## config.mk

```make
export PLATFORM = sky130hd
export DESIGN_NAME = double_ended_queue
export DESIGN_NICKNAME = d
export VERILOG_FILES = /design/src/dq_pkg.sv /design/src/dq_ram.sv /design/src/dq_ctrl.sv /design/src/dq_dp.sv /design/src/double_ended_queue.sv
export SDC_FILE = /design/constraint.sdc
export NUM_CORES = 1
export LEC_CHECK = 0
export BUFFER_PORTS_ARGS = -buffer_cell sky130_fd_sc_hd__buf_2
export CAP_MARGIN = 40
export CORE_ASPECT_RATIO = 1.25
export CORE_UTILIZATION = 60
export CTS_CLUSTER_DIAMETER = 80
export CTS_CLUSTER_SIZE = 25
export DETAILED_ROUTE_END_ITERATION = 7
export PLACE_DENSITY = 0.86
export SKIP_CTS_REPAIR_TIMING = 1
export SLEW_MARGIN = 20
export SYNTH_ARGS = -nofsm -noshare
export SYNTH_HDL_FRONTEND = slang
export SYNTH_HIERARCHICAL = 1
export SYNTH_SLANG_ARGS = --single-unit
```

## constraint.sdc

```tcl
create_clock -name clk -period 14.12 [get_ports clk]
set_input_delay 1.412 -clock clk [delete_from_list [all_inputs] [get_ports clk]]
set_output_delay 1.412 -clock clk [all_outputs]
set_load 0.1 [all_outputs]
```

## src/dq_pkg.sv

```systemverilog
// ----------------------------------------------------------------------------
// Double-ended queue package
// Request and response types, request and status codes, and the command
// group passed from the controller to the datapath.
// ----------------------------------------------------------------------------
package dq_pkg;

  typedef enum logic [2:0] {
    REQ_PUSH_FRONT = 3'd0,
    REQ_PUSH_BACK  = 3'd1,
    REQ_POP_FRONT  = 3'd2,
    REQ_POP_BACK   = 3'd3,
    REQ_READ_FRONT = 3'd4,
    REQ_READ_BACK  = 3'd5,
    REQ_READ_INDEX = 3'd6,
    REQ_CLEAR      = 3'd7
  } req_code_t;

  typedef enum logic [1:0] {
    ST_OK     = 2'd0,
    ST_EMPTY  = 2'd1,
    ST_FULL   = 2'd2,
    ST_BADPOS = 2'd3
  } status_t;

  typedef struct packed {
    req_code_t   req_type;
    logic [31:0] data_in;
    logic [3:0]  position;
  } dq_req_t;

  typedef struct packed {
    logic [31:0] rd_data;
    status_t     status;
    logic [4:0]  occupancy;
  } dq_rsp_t;

  // Commands from the controller to the datapath.
  typedef struct packed {
    logic load;  // capture the request of this transaction
    logic exec;  // carry out the captured request
  } dq_cmd_t;

endpackage

```

## src/dq_ram.sv

```systemverilog
// ----------------------------------------------------------------------------
// Generic RAM
// One write port and one read port with registered read data.
// ----------------------------------------------------------------------------
module dq_ram #(
  parameter int WIDTH = 32,
  parameter int DEPTH = 16
) (
  input  logic                     clk,
  input  logic                     we,
  input  logic [$clog2(DEPTH)-1:0] waddr,
  input  logic [WIDTH-1:0]         wdata,
  input  logic [$clog2(DEPTH)-1:0] raddr,
  output logic [WIDTH-1:0]         rdata
);

  logic [WIDTH-1:0] mem [DEPTH];

  always_ff @(posedge clk) begin
    if (we) begin
      mem[waddr] <= wdata;
    end
    rdata <= mem[raddr];
  end

endmodule

```

## src/dq_ctrl.sv

```systemverilog
// ----------------------------------------------------------------------------
// Double-ended queue controller
// Sequences each transaction through an execute state and a response state.
// ----------------------------------------------------------------------------
module dq_ctrl (
  input  logic            clk,
  input  logic            rst,
  input  logic            start,
  output logic            busy,
  output logic            done,
  output dq_pkg::dq_cmd_t cmd
);

  typedef enum logic [1:0] {
    IDLE,
    EXEC,
    RESP
  } state_t;

  state_t state;
  state_t state_next;

  always_comb begin
    state_next = state;
    case (state)
      IDLE: begin
        if (start) begin
          state_next = EXEC;
        end
      end
      EXEC: begin
        state_next = RESP;
      end
      RESP: begin
        // A new transaction may be taken while the response is on the bus.
        state_next = start ? EXEC : IDLE;
      end
      default: begin
        state_next = IDLE;
      end
    endcase
  end

  assign busy     = (state == EXEC);
  assign cmd.load = start && (state != EXEC);
  assign cmd.exec = (state == EXEC);

  always_ff @(posedge clk) begin
    if (rst) begin
      state <= IDLE;
      done  <= 1'b0;
    end else begin
      state <= state_next;
      done  <= (state == EXEC);
    end
  end

  // An accepted transaction is answered by done once the execute state has passed.
  a_done_latency: assert property (@(posedge clk) disable iff (rst)
    (start && !busy) |=> ##1 done)
    else $error("response strobe missing two cycles after acceptance");

  // Each transaction gives a single response strobe.
  a_done_single: assert property (@(posedge clk) disable iff (rst)
    done |=> !done)
    else $error("response strobe held for more than one cycle");

endmodule

```

## src/dq_dp.sv

```systemverilog
// ----------------------------------------------------------------------------
// Double-ended queue datapath
// Ring buffer pointer and count, request decode and result registers.
// ----------------------------------------------------------------------------
module dq_dp #(
  parameter int DEPTH      = 16,
  parameter int DATA_WIDTH = 32
) (
  input  logic            clk,
  input  logic            rst,
  input  dq_pkg::dq_cmd_t cmd,
  input  dq_pkg::dq_req_t req,
  output dq_pkg::dq_rsp_t rsp
);

  localparam int AW = $clog2(DEPTH);
  localparam int CW = $clog2(DEPTH + 1);
  localparam int PW = (CW > 4) ? CW : 4;

  dq_pkg::dq_req_t   req_q;
  logic [AW-1:0]     head;
  logic [AW-1:0]     head_next;
  logic [CW-1:0]     count;
  logic [CW-1:0]     count_next;
  dq_pkg::status_t   status;
  dq_pkg::status_t   status_next;
  logic              rd_ok;
  logic              rd_ok_next;

  logic              wr_en;
  logic [AW-1:0]     waddr;
  logic [AW-1:0]     raddr;
  logic [DATA_WIDTH-1:0] rdata;

  logic              full;
  logic              empty;
  logic [AW-1:0]     head_dec;

  // (base + off) modulo DEPTH, for base below DEPTH and off at most DEPTH.
  function automatic logic [AW-1:0] ring_add(input logic [AW-1:0] base,
                                             input logic [CW-1:0] off);
    logic [AW:0] sum;
    sum = (AW+1)'(base) + (AW+1)'(off);
    if (sum >= (AW+1)'(DEPTH)) begin
      sum = sum - (AW+1)'(DEPTH);
    end
    return sum[AW-1:0];
  endfunction

  assign full     = (count == CW'(DEPTH));
  assign empty    = (count == '0);
  assign head_dec = (head == '0) ? AW'(DEPTH - 1) : head - AW'(1);

  always_comb begin
    head_next   = head;
    count_next  = count;
    status_next = dq_pkg::ST_OK;
    rd_ok_next  = 1'b0;
    wr_en       = 1'b0;
    waddr       = head;
    raddr       = head;
    case (req_q.req_type)
      dq_pkg::REQ_PUSH_FRONT: begin
        if (full) begin
          status_next = dq_pkg::ST_FULL;
        end else begin
          head_next  = head_dec;
          waddr      = head_dec;
          wr_en      = 1'b1;
          count_next = count + CW'(1);
        end
      end
      dq_pkg::REQ_PUSH_BACK: begin
        if (full) begin
          status_next = dq_pkg::ST_FULL;
        end else begin
          waddr      = ring_add(head, count);
          wr_en      = 1'b1;
          count_next = count + CW'(1);
        end
      end
      dq_pkg::REQ_POP_FRONT: begin
        if (empty) begin
          status_next = dq_pkg::ST_EMPTY;
        end else begin
          head_next  = ring_add(head, CW'(1));
          count_next = count - CW'(1);
        end
      end
      dq_pkg::REQ_POP_BACK: begin
        if (empty) begin
          status_next = dq_pkg::ST_EMPTY;
        end else begin
          count_next = count - CW'(1);
        end
      end
      dq_pkg::REQ_READ_FRONT: begin
        raddr = head;
        if (empty) begin
          status_next = dq_pkg::ST_EMPTY;
        end else begin
          rd_ok_next = 1'b1;
        end
      end
      dq_pkg::REQ_READ_BACK: begin
        raddr = ring_add(head, count - CW'(1));
        if (empty) begin
          status_next = dq_pkg::ST_EMPTY;
        end else begin
          rd_ok_next = 1'b1;
        end
      end
      dq_pkg::REQ_READ_INDEX: begin
        raddr = ring_add(head, CW'(req_q.position));
        if (PW'(req_q.position) >= PW'(count)) begin
          status_next = dq_pkg::ST_BADPOS;
        end else begin
          rd_ok_next = 1'b1;
        end
      end
      dq_pkg::REQ_CLEAR: begin
        head_next  = '0;
        count_next = '0;
      end
      default: begin
        head_next  = head;
        count_next = count;
      end
    endcase
  end

  always_ff @(posedge clk) begin
    if (cmd.load) begin
      req_q <= req;
    end
    if (cmd.exec) begin
      status <= status_next;
    end
    if (rst) begin
      head  <= '0;
      count <= '0;
      rd_ok <= 1'b0;
    end else if (cmd.exec) begin
      head  <= head_next;
      count <= count_next;
      rd_ok <= rd_ok_next;
    end
  end

  dq_ram #(
    .WIDTH (DATA_WIDTH),
    .DEPTH (DEPTH)
  ) u_store (
    .clk   (clk),
    .we    (cmd.exec && wr_en),
    .waddr (waddr),
    .wdata (DATA_WIDTH'(req_q.data_in)),
    .raddr (raddr),
    .rdata (rdata)
  );

  assign rsp.rd_data   = rd_ok ? 32'(rdata) : 32'd0;
  assign rsp.status    = status;
  assign rsp.occupancy = 5'(count);

  // A dropped push leaves the occupancy untouched.
  a_full_keeps_count: assert property (@(posedge clk) disable iff (rst)
    (cmd.exec && full && (req_q.req_type == dq_pkg::REQ_PUSH_FRONT ||
                          req_q.req_type == dq_pkg::REQ_PUSH_BACK))
    |=> (count == $past(count)))
    else $error("push onto a full queue changed the count");

  // The count never passes the ring depth.
  a_count_bound: assert property (@(posedge clk) disable iff (rst)
    cmd.exec |=> (count <= CW'(DEPTH)))
    else $error("entry count exceeds the queue depth");

endmodule

```

## src/double_ended_queue.sv

```systemverilog
// ----------------------------------------------------------------------------
// Double-ended queue
// Bounded deque of data words held in a ring buffer with a head pointer.
// ----------------------------------------------------------------------------
// A transaction is a request (push front or back, pop front or back, read
// front, back or a position counted from the front, or clear). It is
// accepted at a rising edge where start is high and busy is low; the
// request fields travel in req.
//
// Every transaction gives exactly one response on rsp, marked by done for
// a single cycle, once the request has executed. The response carries the
// word read (zero for anything but a successful read), a status code and
// the occupancy after the request. The receiver cannot stall: a response
// is taken in the cycle it appears.
//
// Each request passes through an execute state, when the store is written or
// its registered read port is addressed, and the read word is returned in
// the following cycle; a new request is accepted during that response cycle.
//
// Synchronous reset empties the queue and returns the head pointer to
// zero; stored words are not cleared and are unreachable until written.
// ----------------------------------------------------------------------------
module double_ended_queue #(
  parameter int DEPTH      = 16,
  parameter int DATA_WIDTH = 32
) (
  input  logic            clk,
  input  logic            rst,
  input  logic            start,
  input  dq_pkg::dq_req_t req,
  output logic            busy,
  output logic            done,
  output dq_pkg::dq_rsp_t rsp
);

  // Command group from the controller into the datapath.
  dq_pkg::dq_cmd_t cmd;

  // The controller only sequences; it never looks at the request payload.
  dq_ctrl u_ctrl (
    .clk   (clk),
    .rst   (rst),
    .start (start),
    .busy  (busy),
    .done  (done),
    .cmd   (cmd)
  );

  // The datapath captures the request, updates pointer and count, and
  // holds the response fields steady through the response cycle.
  dq_dp #(
    .DEPTH      (DEPTH),
    .DATA_WIDTH (DATA_WIDTH)
  ) u_dp (
    .clk (clk),
    .rst (rst),
    .cmd (cmd),
    .req (req),
    .rsp (rsp)
  );

endmodule
```

==> results.md <==
- Share of post-route cells with drive strength above 1: 25.08%
- Placer Congestion: 0.8321
- Worst path most repeated cell: buf_4
- Drt wl/cell: 29.37 um
- GRT Resource Usage Total: 26.26%
- Seq cells post-synth: 598
- GR Overflow Total: 0
- Synth area leader: edfxtp_1
- Die W: 176.6 um
- Largest net degree at the start of global routing: 57
- Crit path from: u_dp/req_q[37]
- CTS sink cnt: 598
- Clk_lat worst skew: 0.60 ns
- Clock Skew: 0.01680 ns
- Outcome: complete, no violations
- Final nets: 1257
- Cell chain of the critical path: nand3b_1 > nor2_1 > a21oi_1 > ha_1 > mux2_8 > buf_4 > buf_16 > buf_4 > mux4_2 > a22oi_1 > nand2_1
- Worst path top cell family by delay: buffers and inverters
- Final setup viols: 0
- Synth Area in Compound Gates: 3.928%
- Die ar.: 38910 um2
- Top post-synthesis cells by area: edfxtp_1, mux4_2, dfxtp_1
- Clk root buf: clkbuf_16
- N_diodes: 0
- Number of H-tree levels: 1
- Critical path type: flop to flop
- Critical path's slowest cell: edfxtp_1
- Fmax: 213.4 MHz
- Mean Syn Cell Area: 20.48 um2
- Mapped Cells: 1117
- Commonest non-fill, non-tap cells in the layout: edfxtp_1, mux4_2, buf_2
- Simple-gate share of the synthesized area: 3.928%
- Worst path max stage delay: 0.75 ns
- Main combinational cell family by area after synthesis: multiplexers
- Power density over the cells: 132.2 nW/um2
- Most common cell after layout, fill and taps aside: edfxtp_1
- Yosys warnings: 6
- Yosys top cell area share: 72.61%
- Multiplexer share of the synthesized area: 12.93%
- Initial core utilization: 61.21%
- Die span in y: 220.3 um
- Via count: 11282
- Max-cap viol count: 0
- Maximum VDD drop: 0.08039 mV
- Final min period: 4.687 ns
- Synthesized area: 22870 um2
- Fin crit share: 33.19%
- Syn-to-layout area delta: 8.501%
- Number of global-route vias before repair: 11558
- XOR/XNOR Fraction of Synth Area: 0.2298%
- Post-synth ARST share: 0%
- Critical path data required time: 14.60 ns
- CTS buffer count: 28
- Non-Filler Instances: 1706
- Number of synthesized flops with an enable pin: 553
- WL final: 50100 um
- Setup TNS Final: 0 ns
- Syn Nets: 1175
- # port buffers: 82
- Number of distinct library cells after synthesis: 63
- Worst slew pin tran: 0.8705 ns
- RSZ-0062 raised after global routing: false
- CP Capture Type: flop
- P_leak: 7.964 nW
- Initial antenna violation count: 1
- Relative slew slack: 41.89%
- Final slew viol count: 0
- Crit start category: flop
- Row cnt: 79
- Drt first pass iters: 5
- Sequential fraction of the synthesis area: 76.55%
- Beginning of the worst register-to-register path: u_dp/req_q[37]
- Hold_sp: u_ctrl/state[0]
- # IOs: 83
- Crit path buf inv count: 3
- Initial drt markers: 1497
- Hold WC Path Type: flop to flop
- Reg clk slew, reported paths: 0.09 ns
- First-pass GRT wire length: 72770 um
- Hpwl dp: 24240 um
- Via-to-Cell Ratio: 6.613
- Maximum buffer depth of the clock tree: 3
- Detail Route Antenna Nets: 0
- WP data arrival: 5.17 ns
- Adder-Cell Fraction of Synth Area: 0.9410%
- Cells after DPL: 1652
- CTS tree: yes
- Primary FF master, synth: edfxtp_1
- Core area: 37360 um2
- Worst-path fanout max: 55
- Final hold violations: 0
- Remaining DRCs: 0
[where the power goes]
part           total [mW]  internal [mW]  leakage, nW  switching [mW]
registers            2.01           1.98         5.37          0.0387
clock network       0.913          0.391        0.395           0.522
logic               0.353          0.139         2.20           0.214
total                3.28           2.51         7.96           0.775
[state kept, by name, indices dropped and copies added, names as in the netlist]
register	cells
u_dp/rd_ok	1
u_dp/u_store/mem	512
u_ctrl/state	2
u_ctrl/done	1
u_dp/count	5
u_dp/req_q	39
u_dp/head	4
u_dp/status	2
u_dp/u_store/rdata	32
[final cells by class]
type | count | area (um2)
sequential | 598 | 17510
fill | 2300 | 12550
multi-input combinational | 450 | 5172
clock buffer | 48 | 797.0
timing repair buffer | 110 | 655.6
tap | 486 | 608.1
inverter | 11 | 41.29
clock inverter | 3 | 33.78
[worst reg2reg max path, stage by stage (launching register included)]
cell      delay, ns
edfxtp_1       0.75
nand3b_1       0.41
nor2_1         0.19
a21oi_1        0.06
ha_1           0.32
mux2_8         0.59
buf_4          0.38
buf_16         0.28
buf_4          0.63
mux4_2         0.70
a22oi_1        0.21
nand2_1        0.07
[cell usage after synthesis, drive strengths merged, types with 4 or more instances]
cell    count
mux4      128
dfxtp      45
buf        36
inv        11
a31oi       4
a21o        4
nor3        7
nand3b      5
ha         14
a21oi      13
nor2b       5
edfxtp    553
a22oi      64
and2       37
nand2b      8
nand3       5
mux2i       4
and3        6
nor2       31
nand2      49
clkbuf     22
o21ai      17
[layer usage]
| layer | global-route usage, % | vias up | share of wire [%] |
|---|---|---|---|
| met1 | 33.40 | 5776 | 35 |
| li1 | - | 4713 | - |
| met2 | 45.79 | 693 | 53 |
| met5 | 0 | - | 0 |
| met4 | 11.64 | 0 | 3.1 |
| met3 | 3.162 | 100 | 8.6 |
[stage by stage]
stage,cell area [um2],worst slack (ns),hold WS [ns],utilization [%],power (mW)
finish,24820,9.433,0.4931,66.42,3.280
global route,24820,8.952,0.5281,66.42,3.374
CTS,24780,9.128,0.4983,66.32,3.295
detailed placement,23950,9.249,0.4835,64.09,2.399
global placement,23920,9.374,0.4678,64.02,2.384
floorplan,22870,8.546,0.4573,-,2.306
[final timing paths]
check | cells past startpoint | slack, ns | end
setup / recovery | 11 | 9.43 | u_dp/u_store/rdata[20]
hold / removal | 1 | 0.49 | u_ctrl/state[0]
setup reg to reg | 11 | 9.43 | u_dp/u_store/rdata[20]
hold reg to reg | 1 | 0.49 | u_ctrl/state[0]
[cells by family (layout without fill, tap and decap cells)]
kind of cell | after synthesis | count (layout)
flip-flops | 598 | 598
AND/OR/NAND/NOR | 166 | 166
multiplexers | 135 | 135
adder cells (fa/ha/maj) | 16 | 16
buffers and inverters | 69 | 172
AO/OA/AOI/OAI | 127 | 127
XOR/XNOR | 6 | 6
No activity file was read; power rests on OpenSTA's default activity.
